## config.mk

```make
export PLATFORM = sky130hd
export DESIGN_NAME = stop_word_filter_flat
export DESIGN_NICKNAME = d
export VERILOG_FILES = /design/src/sv/swf_pkg.sv /design/src/sv/swf_in_if.sv /design/src/sv/swf_out_if.sv /design/src/sv/swf_stop_match.sv /design/src/sv/swf_word_mem.sv /design/src/sv/stop_word_filter.sv /design/src/flat_wrapper.sv
export SDC_FILE = /design/constraint.sdc
export NUM_CORES = 1
export LEC_CHECK = 0
export ABC_AREA = 0
export BUFFER_PORTS_ARGS = -buffer_cell sky130_fd_sc_hd__buf_2
export CORE_MARGIN = 2
export CORE_UTILIZATION = 50
export DETAILED_ROUTE_END_ITERATION = 16
export GPL_ROUTABILITY_DRIVEN = 0
export GPL_TIMING_DRIVEN = 0
export PLACE_DENSITY = 0.72
export REMOVE_ABC_BUFFERS = 1
export SLEW_MARGIN = 40
export SYNTH_ARGS = -nofsm -noshare
export SYNTH_HDL_FRONTEND = slang
export SYNTH_SLANG_ARGS = --single-unit
```

## constraint.sdc

```tcl
create_clock -name clk_i -period 2.2 [get_ports clk_i]
set_input_delay 0 -clock clk_i [delete_from_list [all_inputs] [get_ports clk_i]]
set_output_delay 0 -clock clk_i [all_outputs]
set_load 0.01 [all_outputs]
```

## src/sv/swf_pkg.sv

```systemverilog
// Shared constants, types and the stop word table of the stop word filter.
package swf_pkg;

  typedef logic [7:0] byte_t;

  localparam int unsigned WORD_MAX_DEF = 19;
  localparam byte_t       CH_SPACE     = 8'h20;
  localparam byte_t       CH_NEWLINE   = 8'h0A;

  localparam int unsigned STOP_NUM  = 9;
  localparam int unsigned STOP_CHARS = 3;

  typedef byte_t [STOP_CHARS-1:0] stop_text_t;

  // Characters are stored with index 0 in the low byte.
  localparam stop_text_t STOP_TEXT [STOP_NUM] = '{
    {8'h65, 8'h68, 8'h74},  // the
    {8'h00, 8'h00, 8'h61},  // a
    {8'h00, 8'h6E, 8'h61},  // an
    {8'h00, 8'h66, 8'h6F},  // of
    {8'h72, 8'h6F, 8'h66},  // for
    {8'h00, 8'h6F, 8'h74},  // to
    {8'h64, 8'h6E, 8'h61},  // and
    {8'h74, 8'h75, 8'h62},  // but
    {8'h74, 8'h65, 8'h79}   // yet
  };

  localparam logic [1:0] STOP_LEN [STOP_NUM] = '{
    2'd3, 2'd1, 2'd2, 2'd2, 2'd3, 2'd2, 2'd3, 2'd3, 2'd3
  };

endpackage

```

## src/sv/swf_in_if.sv

```systemverilog
// Input channel of the stop word filter: one text byte or end marker per beat.
interface swf_in_if;
  logic              valid;
  logic              ready;
  swf_pkg::byte_t    text_byte;
  logic              end_of_text;

  modport source (output valid, output text_byte, output end_of_text, input ready);
  modport sink   (input valid, input text_byte, input end_of_text, output ready);
endinterface

```

## src/sv/swf_out_if.sv

```systemverilog
// Output channel of the stop word filter: one filtered byte per beat.
interface swf_out_if;
  logic              valid;
  logic              ready;
  swf_pkg::byte_t    out_byte;
  logic              run_last;

  modport source (output valid, output out_byte, output run_last, input ready);
  modport sink   (input valid, input out_byte, input run_last, output ready);
endinterface

```

## src/sv/swf_stop_match.sv

```systemverilog
// Compares the buffered word against the fixed stop word table.
module swf_stop_match #(
  parameter int unsigned LW = 5
) (
  input  logic [LW-1:0]        len_i,
  input  swf_pkg::stop_text_t  chars_i,
  output logic                 stop_o
);
  import swf_pkg::*;

  logic [STOP_NUM-1:0] hit;

  always_comb begin
    for (int s = 0; s < STOP_NUM; s++) begin
      hit[s] = (len_i == LW'(STOP_LEN[s])) &&
               (chars_i[0] == STOP_TEXT[s][0]) &&
               ((STOP_LEN[s] < 2'd2) || (chars_i[1] == STOP_TEXT[s][1])) &&
               ((STOP_LEN[s] < 2'd3) || (chars_i[2] == STOP_TEXT[s][2]));
    end
  end

  assign stop_o = |hit;

endmodule

```

## src/sv/swf_word_mem.sv

```systemverilog
// Word buffer memory with one write port and one registered read port.
module swf_word_mem #(
  parameter int unsigned WORD_MAX = swf_pkg::WORD_MAX_DEF,
  parameter int unsigned AW       = 5
) (
  input  logic            clk_i,
  input  logic            we_i,
  input  logic [AW-1:0]   waddr_i,
  input  swf_pkg::byte_t  wdata_i,
  input  logic            re_i,
  input  logic [AW-1:0]   raddr_i,
  output swf_pkg::byte_t  rdata_o
);
  import swf_pkg::*;

  byte_t mem_q [WORD_MAX];
  byte_t rdata_q;

  always_ff @(posedge clk_i) begin
    if (we_i) begin
      mem_q[waddr_i] <= wdata_i;
    end
    if (re_i) begin
      rdata_q <= mem_q[raddr_i];
    end
  end

  assign rdata_o = rdata_q;

endmodule

```

## src/sv/stop_word_filter.sv

```systemverilog
// Top level of the stop word filter: word buffer, sequencer and output register.
//
// Bytes arrive on in_i and filtered bytes leave on out_o, both valid/ready.
// A plain byte is written into the word buffer while it has room. A space, a
// newline or an end marker closing an open line flushes the buffered word:
// unless it is a stop word, it is sent byte by byte, each by a buffer read
// and then a load into the output register, preceded by a space when a
// word was already sent on the line. A newline, or an end marker on an open
// line, then sends a newline. run_last marks the final beat caused by one
// input beat. in_i.ready is high only while the sequencer is idle, so a new
// input beat is taken only once the last one's output beats are loaded.
// The output register lets a new input beat be taken while a result waits.
// When out_o.ready is low the sequencer holds its position and loses
// nothing. Reset empties the word buffer and the line state and clears the
// output valid flag; the block comes out of reset idle and ready.
module stop_word_filter #(
  parameter int unsigned WORD_MAX = swf_pkg::WORD_MAX_DEF
) (
  input  logic      clk_i,
  input  logic      rst_ni,
  swf_in_if.sink    in_i,
  swf_out_if.source out_o
);
  import swf_pkg::*;

  localparam int unsigned AW = (WORD_MAX > 1) ? $clog2(WORD_MAX) : 1;
  localparam int unsigned LW = $clog2(WORD_MAX + 1);

  typedef enum logic [4:0] {
    ST_IDLE  = 5'b00001,
    ST_SPACE = 5'b00010,
    ST_READ  = 5'b00100,
    ST_BYTE  = 5'b01000,
    ST_NEWL  = 5'b10000
  } state_e;

  state_e        state_q, state_d;
  logic [LW-1:0] len_q, len_d;
  logic [LW-1:0] emit_len_q, emit_len_d;
  logic [AW-1:0] idx_q, idx_d;
  logic          nl_q, nl_d;
  logic          lhw_q, lhw_d;
  logic          open_q, open_d;
  stop_text_t    head_q;
  logic          out_valid_q, out_valid_d;
  byte_t         out_byte_q, out_byte_d;
  logic          out_last_q, out_last_d;

  logic  accept, can_load, is_nl, is_sp, ends_word, stop, do_nl, do_flush, last_byte;
  logic  we, re;
  byte_t rdata;

  assign in_i.ready     = (state_q == ST_IDLE);
  assign accept         = in_i.valid && in_i.ready;
  assign can_load       = !out_valid_q || out_o.ready;
  assign out_o.valid    = out_valid_q;
  assign out_o.out_byte = out_byte_q;
  assign out_o.run_last = out_last_q;

  assign is_nl     = !in_i.end_of_text && (in_i.text_byte == CH_NEWLINE);
  assign is_sp     = !in_i.end_of_text && (in_i.text_byte == CH_SPACE);
  assign do_nl     = in_i.end_of_text ? open_q : is_nl;
  assign ends_word = do_nl || is_sp;
  assign do_flush  = ends_word && (len_q != '0) && !stop;
  assign we        = accept && !in_i.end_of_text && !is_nl && !is_sp &&
                     (len_q < LW'(WORD_MAX));
  assign re        = (state_q == ST_READ);
  assign last_byte = (LW'(idx_q) == (emit_len_q - LW'(1)));

  swf_stop_match #(
    .LW(LW)
  ) u_match (
    .len_i  (len_q),
    .chars_i(head_q),
    .stop_o (stop)
  );

  swf_word_mem #(
    .WORD_MAX(WORD_MAX),
    .AW      (AW)
  ) u_mem (
    .clk_i  (clk_i),
    .we_i   (we),
    .waddr_i(len_q[AW-1:0]),
    .wdata_i(in_i.text_byte),
    .re_i   (re),
    .raddr_i(idx_q),
    .rdata_o(rdata)
  );

  always_comb begin
    state_d     = state_q;
    len_d       = len_q;
    emit_len_d  = emit_len_q;
    idx_d       = idx_q;
    nl_d        = nl_q;
    lhw_d       = lhw_q;
    open_d      = open_q;
    out_valid_d = out_valid_q && !out_o.ready;
    out_byte_d  = out_byte_q;
    out_last_d  = out_last_q;

    unique case (state_q)
      ST_IDLE: begin
        if (accept) begin
          idx_d      = '0;
          nl_d       = do_nl;
          emit_len_d = len_q;
          if (we) begin
            len_d = len_q + LW'(1);
          end
          if (!in_i.end_of_text) begin
            open_d = 1'b1;
          end
          if (ends_word) begin
            len_d = '0;
          end
          if (do_flush) begin
            lhw_d   = 1'b1;
            state_d = lhw_q ? ST_SPACE : ST_READ;
          end else if (do_nl) begin
            state_d = ST_NEWL;
          end
          if (do_nl) begin
            lhw_d  = 1'b0;
            open_d = 1'b0;
          end
        end
      end
      ST_SPACE: begin
        if (can_load) begin
          out_valid_d = 1'b1;
          out_byte_d  = CH_SPACE;
          out_last_d  = 1'b0;
          state_d     = ST_READ;
        end
      end
      ST_READ: begin
        state_d = ST_BYTE;
      end
      ST_BYTE: begin
        if (can_load) begin
          out_valid_d = 1'b1;
          out_byte_d  = rdata;
          out_last_d  = last_byte && !nl_q;
          idx_d       = idx_q + AW'(1);
          if (!last_byte) begin
            state_d = ST_READ;
          end else begin
            state_d = nl_q ? ST_NEWL : ST_IDLE;
          end
        end
      end
      ST_NEWL: begin
        if (can_load) begin
          out_valid_d = 1'b1;
          out_byte_d  = CH_NEWLINE;
          out_last_d  = 1'b1;
          state_d     = ST_IDLE;
        end
      end
      default: begin
        state_d = ST_IDLE;
      end
    endcase
  end

  always_ff @(posedge clk_i or negedge rst_ni) begin
    if (!rst_ni) begin
      state_q     <= ST_IDLE;
      len_q       <= '0;
      lhw_q       <= 1'b0;
      open_q      <= 1'b0;
      out_valid_q <= 1'b0;
    end else begin
      state_q     <= state_d;
      len_q       <= len_d;
      lhw_q       <= lhw_d;
      open_q      <= open_d;
      out_valid_q <= out_valid_d;
    end
  end

  always_ff @(posedge clk_i) begin
    emit_len_q <= emit_len_d;
    idx_q      <= idx_d;
    nl_q       <= nl_d;
    out_byte_q <= out_byte_d;
    out_last_q <= out_last_d;
    if (we && (len_q == LW'(0))) begin
      head_q[0] <= in_i.text_byte;
    end
    if (we && (len_q == LW'(1))) begin
      head_q[1] <= in_i.text_byte;
    end
    if (we && (len_q == LW'(2))) begin
      head_q[2] <= in_i.text_byte;
    end
  end

endmodule

```

## src/flat_wrapper.sv

```systemverilog
// flat-port wrapper written by rule: the top's interface ports become plain ports
module stop_word_filter_flat import swf_pkg::*;
#(
  parameter int unsigned WORD_MAX = swf_pkg::WORD_MAX_DEF
)
  (clk_i, rst_ni, in_i_valid, in_i_text_byte, in_i_end_of_text, in_i_ready, out_o_valid, out_o_out_byte, out_o_run_last, out_o_ready);
  swf_in_if in_i_i ();
  swf_out_if out_o_i ();
  input  logic clk_i;
  input  logic rst_ni;
  input wire logic [$bits(in_i_i.valid)-1:0] in_i_valid;
  input wire logic [$bits(in_i_i.text_byte)-1:0] in_i_text_byte;
  input wire logic [$bits(in_i_i.end_of_text)-1:0] in_i_end_of_text;
  output wire logic [$bits(in_i_i.ready)-1:0] in_i_ready;
  output wire logic [$bits(out_o_i.valid)-1:0] out_o_valid;
  output wire logic [$bits(out_o_i.out_byte)-1:0] out_o_out_byte;
  output wire logic [$bits(out_o_i.run_last)-1:0] out_o_run_last;
  input wire logic [$bits(out_o_i.ready)-1:0] out_o_ready;
  assign in_i_i.valid = in_i_valid;
  assign in_i_i.text_byte = in_i_text_byte;
  assign in_i_i.end_of_text = in_i_end_of_text;
  assign in_i_ready = in_i_i.ready;
  assign out_o_valid = out_o_i.valid;
  assign out_o_out_byte = out_o_i.out_byte;
  assign out_o_run_last = out_o_i.run_last;
  assign out_o_i.ready = out_o_ready;
  stop_word_filter #(.WORD_MAX(WORD_MAX)) u_core (.clk_i(clk_i), .rst_ni(rst_ni), .in_i(in_i_i), .out_o(out_o_i));
endmodule
```

==> results of run 1 <==
==> per-layer routing <==
layer  share of wire  global-route usage  vias up
met5               0                   0        -
met3           0.081              0.0433       30
met4           0.019              0.0494        0
met2            0.49               0.316      177
li1                -                   -     2183
met1            0.41               0.276     2492
==> cell families (layout without fill, tap and decap cells) <==
logic type	after synthesis	after routing	synth area share
buf+inv	28	113	0.0159
mux	56	56	0.119
flops	217	217	0.718
fa+ha+maj	6	6	0.00835
compound gates	43	43	0.0342
xor+xnor	10	10	0.00974
simple gates	151	151	0.0948
==> final timing paths <==
| check | endpoint | from |
|---|---|---|
| max in group asynchronous | u_core.state_q[1] | rst_ni |
| min in group asynchronous | u_core.state_q[0] | rst_ni |
| worst min register to register | u_core.state_q[2] | u_core.lhw_q |
| worst min-delay path | u_core.head_q[5] | in_i_text_byte[5] |
| worst max register to register | u_core.u_mem.rdata_o[1] | u_core.idx_q[0] |
| worst max-delay path | u_core.u_mem.rdata_o[1] | u_core.idx_q[0] |
==> timing repair <==
action,4_1_cts,5_1_grt
gates resized for setup,53,16
hold endpoints to repair,84,0
hold buffers,11,0
setup endpoints to repair,198,174
pin swaps,4,5
setup buffers,12,7
==> metrics by stage <==
stage | instances | power [uW] | util | setup WS [ps]
final | 825 | 12300 | 0.597 | -222
after global routing | 825 | 12800 | 0.597 | -257
after global placement | 746 | 7870 | 0.522 | -1970
after floorplan | 494 | 7110 | - | -1150
after detailed placement | 757 | 8120 | 0.530 | -891
after CTS | 817 | 12100 | 0.590 | -203
==> state kept, by name, summed over array words and instances, names as in the netlist, 5 cells and up <==
name and flops:
u_core.len_q 5, u_core.state_q 5, u_core.u_mem.rdata_o 8, u_core.head_q 24, u_core.emit_len_q 5, u_core.out_o.out_byte 8
u_core.idx_q 5, u_core.u_mem.mem_q 152
==> power groups by stage <==
stage                     Sequential (uW)  Clock (uW)  Combinational (uW)
after floorplan                      5440           0                1660
after global placement               5650           0                2220
after detailed placement             5390           0                2730
after CTS                            5270        3760                3050
after global routing                 5280        3940                3550
final                                5240        3720                3310
==> cell type report <==
| type | instances | area, um^2 | share of cell area |
|---|---|---|---|
| Sequential cell | 217 | 6460 | 0.609 |
| Timing Repair Buffer | 64 | 524 | 0.0494 |
| Tap cell | 229 | 287 | 0.0270 |
| Inverter | 11 | 41.3 | 0.00389 |
| Clock buffer | 25 | 583 | 0.0550 |
| Multi-Input combinational cell | 266 | 2580 | 0.243 |
| Clock inverter | 13 | 134 | 0.0126 |
==> cells in the final DEF, fill, tap and decap left out, types with 9 or more instances in the layout <==
master / n
nand2_1: 32
inv_1: 11
clkbuf_16: 23
buf_4: 19
edfxtp_1: 204
nand3_1: 10
nor2_1: 23
mux4_2: 40
and3_1: 13
dlygate4sd3_1: 10
and2_4: 15
buf_2: 24
o21ai_0: 9
==> critical path, delay by kind of cell (launching register included) <==
| kind | cells | cell delay [ps] |
|---|---|---|
| flip-flops | 1 | 510 |
| buffers and inverters | 2 | 300 |
| multiplexers | 3 | 1340 |
==> flow_summary.ini, run 1 <==
[final_layout]
nets = 601
fill_cells = 1263
drive_gt1_frac = 0.295
syn_to_final_growth_pct = 18.0
final_area_um2 = 10600
antennaDiodeCount = 0

[grt]
grt_usage = 0.196
gr-total-overflow = 0
grt_pass1_wl_um = 28700
grt_pass1_vias = 4984
antenna_found_initial = 0
grt_max_degree = 25

[timing]
fin_ws_ps = -222
rsz0062_at_grt = true
fin_crit_sh = 1.10
hold_viol_final = 0
post-route-min-period_ps = 2420
slew_headroom = 0.550
finalSetupViolations = 8
tightestPinTransition_ps = 673
fin_setup_tns_ps = -1620
whs_ps = 4.54
skew_ps = 9.97
maxSlewViolCount = 0
fmax_mhz = 413

[clocking]
numCtsBuffers = 22
insertion_delay_ps = 500
cts_tree = built
clkSinkCount = 217
clock_path_buffers = 3
htree_num_levels = 1
root_buffer = clkbuf_16
clk_pin_slew_ps = 60

[setup_path]
max_stage_delay_ps = 540
crit_chain = buf_8 -> buf_12 -> mux4_2 -> mux4_2 -> mux2_2
end_kind = flip-flop
crit_path_max_fanout = 7
rr_worst_depth = 5
required_ps = 2450
critPathLaunchType = flip-flop
cp.arrival_ps = 2670
path_class = flip-flop to flip-flop
slowest_stage = mux4_2
crit_top_cell = mux4_2
r2r_slack_ps = -220

[logic_synthesis]
synth_seq_area_share = 0.718
synthFlopType = edfxtp_1
synth_edf_count = 204
syn_area_um2 = 8990
synthCells = 511
yosysMostFrequentCell = edfxtp_1
synth_top_cell_by_area = edfxtp_1
synth_commonest_cells = edfxtp_1 (204), mux4_2 (40), nand2_1 (34), nor2_1 (23), and2_1 (18)
synth_cell_type_count = 56
ys_ff_latch = 217
synthArstFlopShare = 0.0599
ys_top_cells_by_area = edfxtp_1 (68%), mux4_2 (10%), dfrtp_1 (3.3%)
syn_area_per_cell_um2 = 17.6
yosysWarnings = 0
synth_top_area_share = 0.682

[die]
row_count = 49
die_h_um = 138
dieArea_um2 = 19100
core_um2 = 17800
start_util = 0.506
ios = 24
die_width_um = 138

[place]
hpwl_um = 11500
place_area_um2 = 9430
portBuffers = 23

[route]
drt_iter0_markers = 391
detail-route-antenna-nets = 0
viasPerCell = 5.92
remaining_drc_errors = 0
dr_total_vias = 4882
drt_pass1_iterations = 7
routed_wl_um = 18600
post_drt_wl_per_cell_um = 22.5

[power_and_ir_drop]
power_switching_uw = 3430
seqPwrFrac = 0.427
power_density_nw_per_um2 = 1160
p_sw_frac = 0.280
power_frac_comb = 0.270
p_leak_uw = 0.00362
internal-power_uw = 8840
peakVddDrop_mv = 0.760
p_clk_frac = 0.303

[hold_path]
min_path_type = input port to flip-flop
holdPathStages = 1

[run]
maxCapViolCount = 0

[status]
status = finished with violations
violations = setup timing
(Power assumes the default switching activity.)
==> run 2, diff against run 1 <==
Settings changed: MAX_ROUTING_LAYER set to met4, SLEW_MARGIN 40 to not set.
==> run 2 against run 1 <==
The flow finishes with violations (hold timing, setup timing). Setup slack gained 56 ps. Clock power fell by 2%. Sequential power rose by 0.8%. Flip-flop and latch count stayed put. Final cell count decreased by 0.73%. Total power grew 0.80%. Sequential share of layout area fell by 0.22 points. Combinational power is 4% higher. Clock skew is 3.3 ps higher. Final area up 0.31%. Count of clock-buffer cells in the layout stayed put. Critical path depth up 1. Highest routed layer unchanged.
==> flow_summary.ini, run 2 (same netlist as run 1, synthesis figures left out) <==
[die]
core_um2 = 17800
die_h_um = 138
dieArea_um2 = 19100
row_count = 49
start_util = 0.506
die_width_um = 138
ios = 24

[setup_path]
slowest_stage = mux4_2
max_stage_delay_ps = 540
end_kind = flip-flop
cp.arrival_ps = 2620
crit_top_cell = mux4_2
required_ps = 2450
critPathLaunchType = flip-flop
critical_path.top_delay_family = multiplexers
path_buf_inv = 3
crit_path_max_fanout = 6
path_class = flip-flop to flip-flop
crit_chain = buf_6 -> buf_16 -> buf_12 -> mux4_2 -> mux4_2 -> mux2_4
r2r_slack_ps = -170

[route]
routed_wl_um = 19300
dr_total_vias = 4921
remaining_drc_errors = 0
post_drt_wl_per_cell_um = 23.6
drt_iter0_markers = 364
drt_pass1_iterations = 5
detail-route-antenna-nets = 0
viasPerCell = 6.01

[timing]
finalSetupViolations = 8
maxSlewViolCount = 0
fin_ws_ps = -166
fin_setup_tns_ps = -995
skew_ps = 13.3
rsz0062_at_grt = true
hold_viol_final = 5
post-route-min-period_ps = 2370
tightestPinTransition_ps = 829
fin_crit_sh = 1.08
fmax_mhz = 423
slew_headroom = 0.448
whs_ps = -2.72

[final_layout]
largest_register = u_core.u_mem.mem_q
antennaDiodeCount = 0
layout_common_cells = edfxtp_1 (204), mux4_2 (40), nand2_1 (32)
drive_gt1_frac = 0.298
final_core_util = 0.599
final_common_cell = edfxtp_1
nets = 597
syn_to_final_growth_pct = 18.4
register_area_um2 = 6450
fill_cells = 1283
largest_reg_flops = 152
multiInputGateArea_um2 = 2590
biggestRegsByFlops = u_core.u_mem.mem_q x152, u_core.head_q x24

[clocking]
root_buffer = clkbuf_16
clkSinkCount = 217
clk_pin_slew_ps = 60
numCtsBuffers = 22
cts_tree = built
insertion_delay_ps = 500
htree_num_levels = 1
clock_path_buffers = 3

[status]
status = finished with violations
violations = hold timing, setup timing

[power_and_ir_drop]
internal-power_uw = 8850
p_leak_uw = 0.00363
p_clk_frac = 0.294
peakVddDrop_mv = 0.851
power_switching_uw = 3520
power_density_nw_per_um2 = 1160
p_sw_frac = 0.285
seqPwrFrac = 0.427
power_frac_comb = 0.279
power_uw = 12400

[grt]
grt_usage = 0.207
gr-total-overflow = 0
antenna_found_initial = 0
grt_pass1_wl_um = 29300
grt_max_degree = 25
grt_pass1_vias = 5031

[run]
maxCapViolCount = 0

[place]
portBuffers = 23
hpwl_um = 11500

[hold_path]
min_path_type = input port to flip-flop
run 2: cell types whose count changed in the layout (fill, tap and decap cells not counted), sizes merged:
| cell | delta |
|---|---|
| clkbuf | -1 |
| buf | -3 |
| bufinv | -1 |
| inv | +1 |
| clkinv | -2 |
run 2: routing by layer:
metal	vias up	track usage	wire, um
met5	-	-	0
met4	0	0.0440	529
met3	44	0.0492	1460
met2	217	0.325	9320
met1	2482	0.281	8010
li1	2178	-	-
run 2: metrics by stage:
step                hold slack [ps]  std cells  setup slack [ps]  instance area, um^2
floorplan                      -296        494             -1150                 8890
global placement              -97.8        746             -1970                 9290
detailed placement            -89.6        751              -900                 9440
CTS                            6.64        813              -164                10500
global route                   4.85        819              -229                10600
finish                        -2.72        819              -166                10600
run 2: path summary, 6_finish.rpt:
kind,from,to,cells after the start
max,u_core.idx_q[0],u_core.u_mem.rdata_o[1],6
min,in_i_text_byte[5],u_core.u_mem.mem_q[2][5],1
max reg2reg,u_core.idx_q[0],u_core.u_mem.rdata_o[1],6
min reg2reg,u_core.lhw_q,u_core.state_q[2],1
max in group asynchronous,rst_ni,u_core.state_q[3],4
min in group asynchronous,rst_ni,u_core.state_q[0],3
run 2: timing repair:
action | CTS | global route
resized for setup | 44 | 24
endpoints found under the setup margin | 198 | 197
setup buffers | 15 | 6
hold buffers | 10 | 0
cloned | 1 | 0
pin swaps | 3 | 7
endpoints found under the hold margin | 65 | 0
run 2: final cells by class:
cell class              count  share of cell area
multi-input cells         266               0.243
inverters                  11             0.00388
flip-flops and latches    217               0.607
clock inverters            11              0.0111
clock buffers              25              0.0548
well taps                 229              0.0269
repair buffers             60              0.0536
run 2: power by group through the flow:
stage / registers [uW] / clock network [uW] / logic [uW]
2_1_floorplan: 5440 / 0 / 1660
6_report: 5280 / 3640 / 3450
5_1_grt: 5320 / 3830 / 3680
3_3_place_gp: 5650 / 0 / 2220
3_5_place_dp: 5420 / 0 / 2760
4_1_cts: 5260 / 3660 / 3300
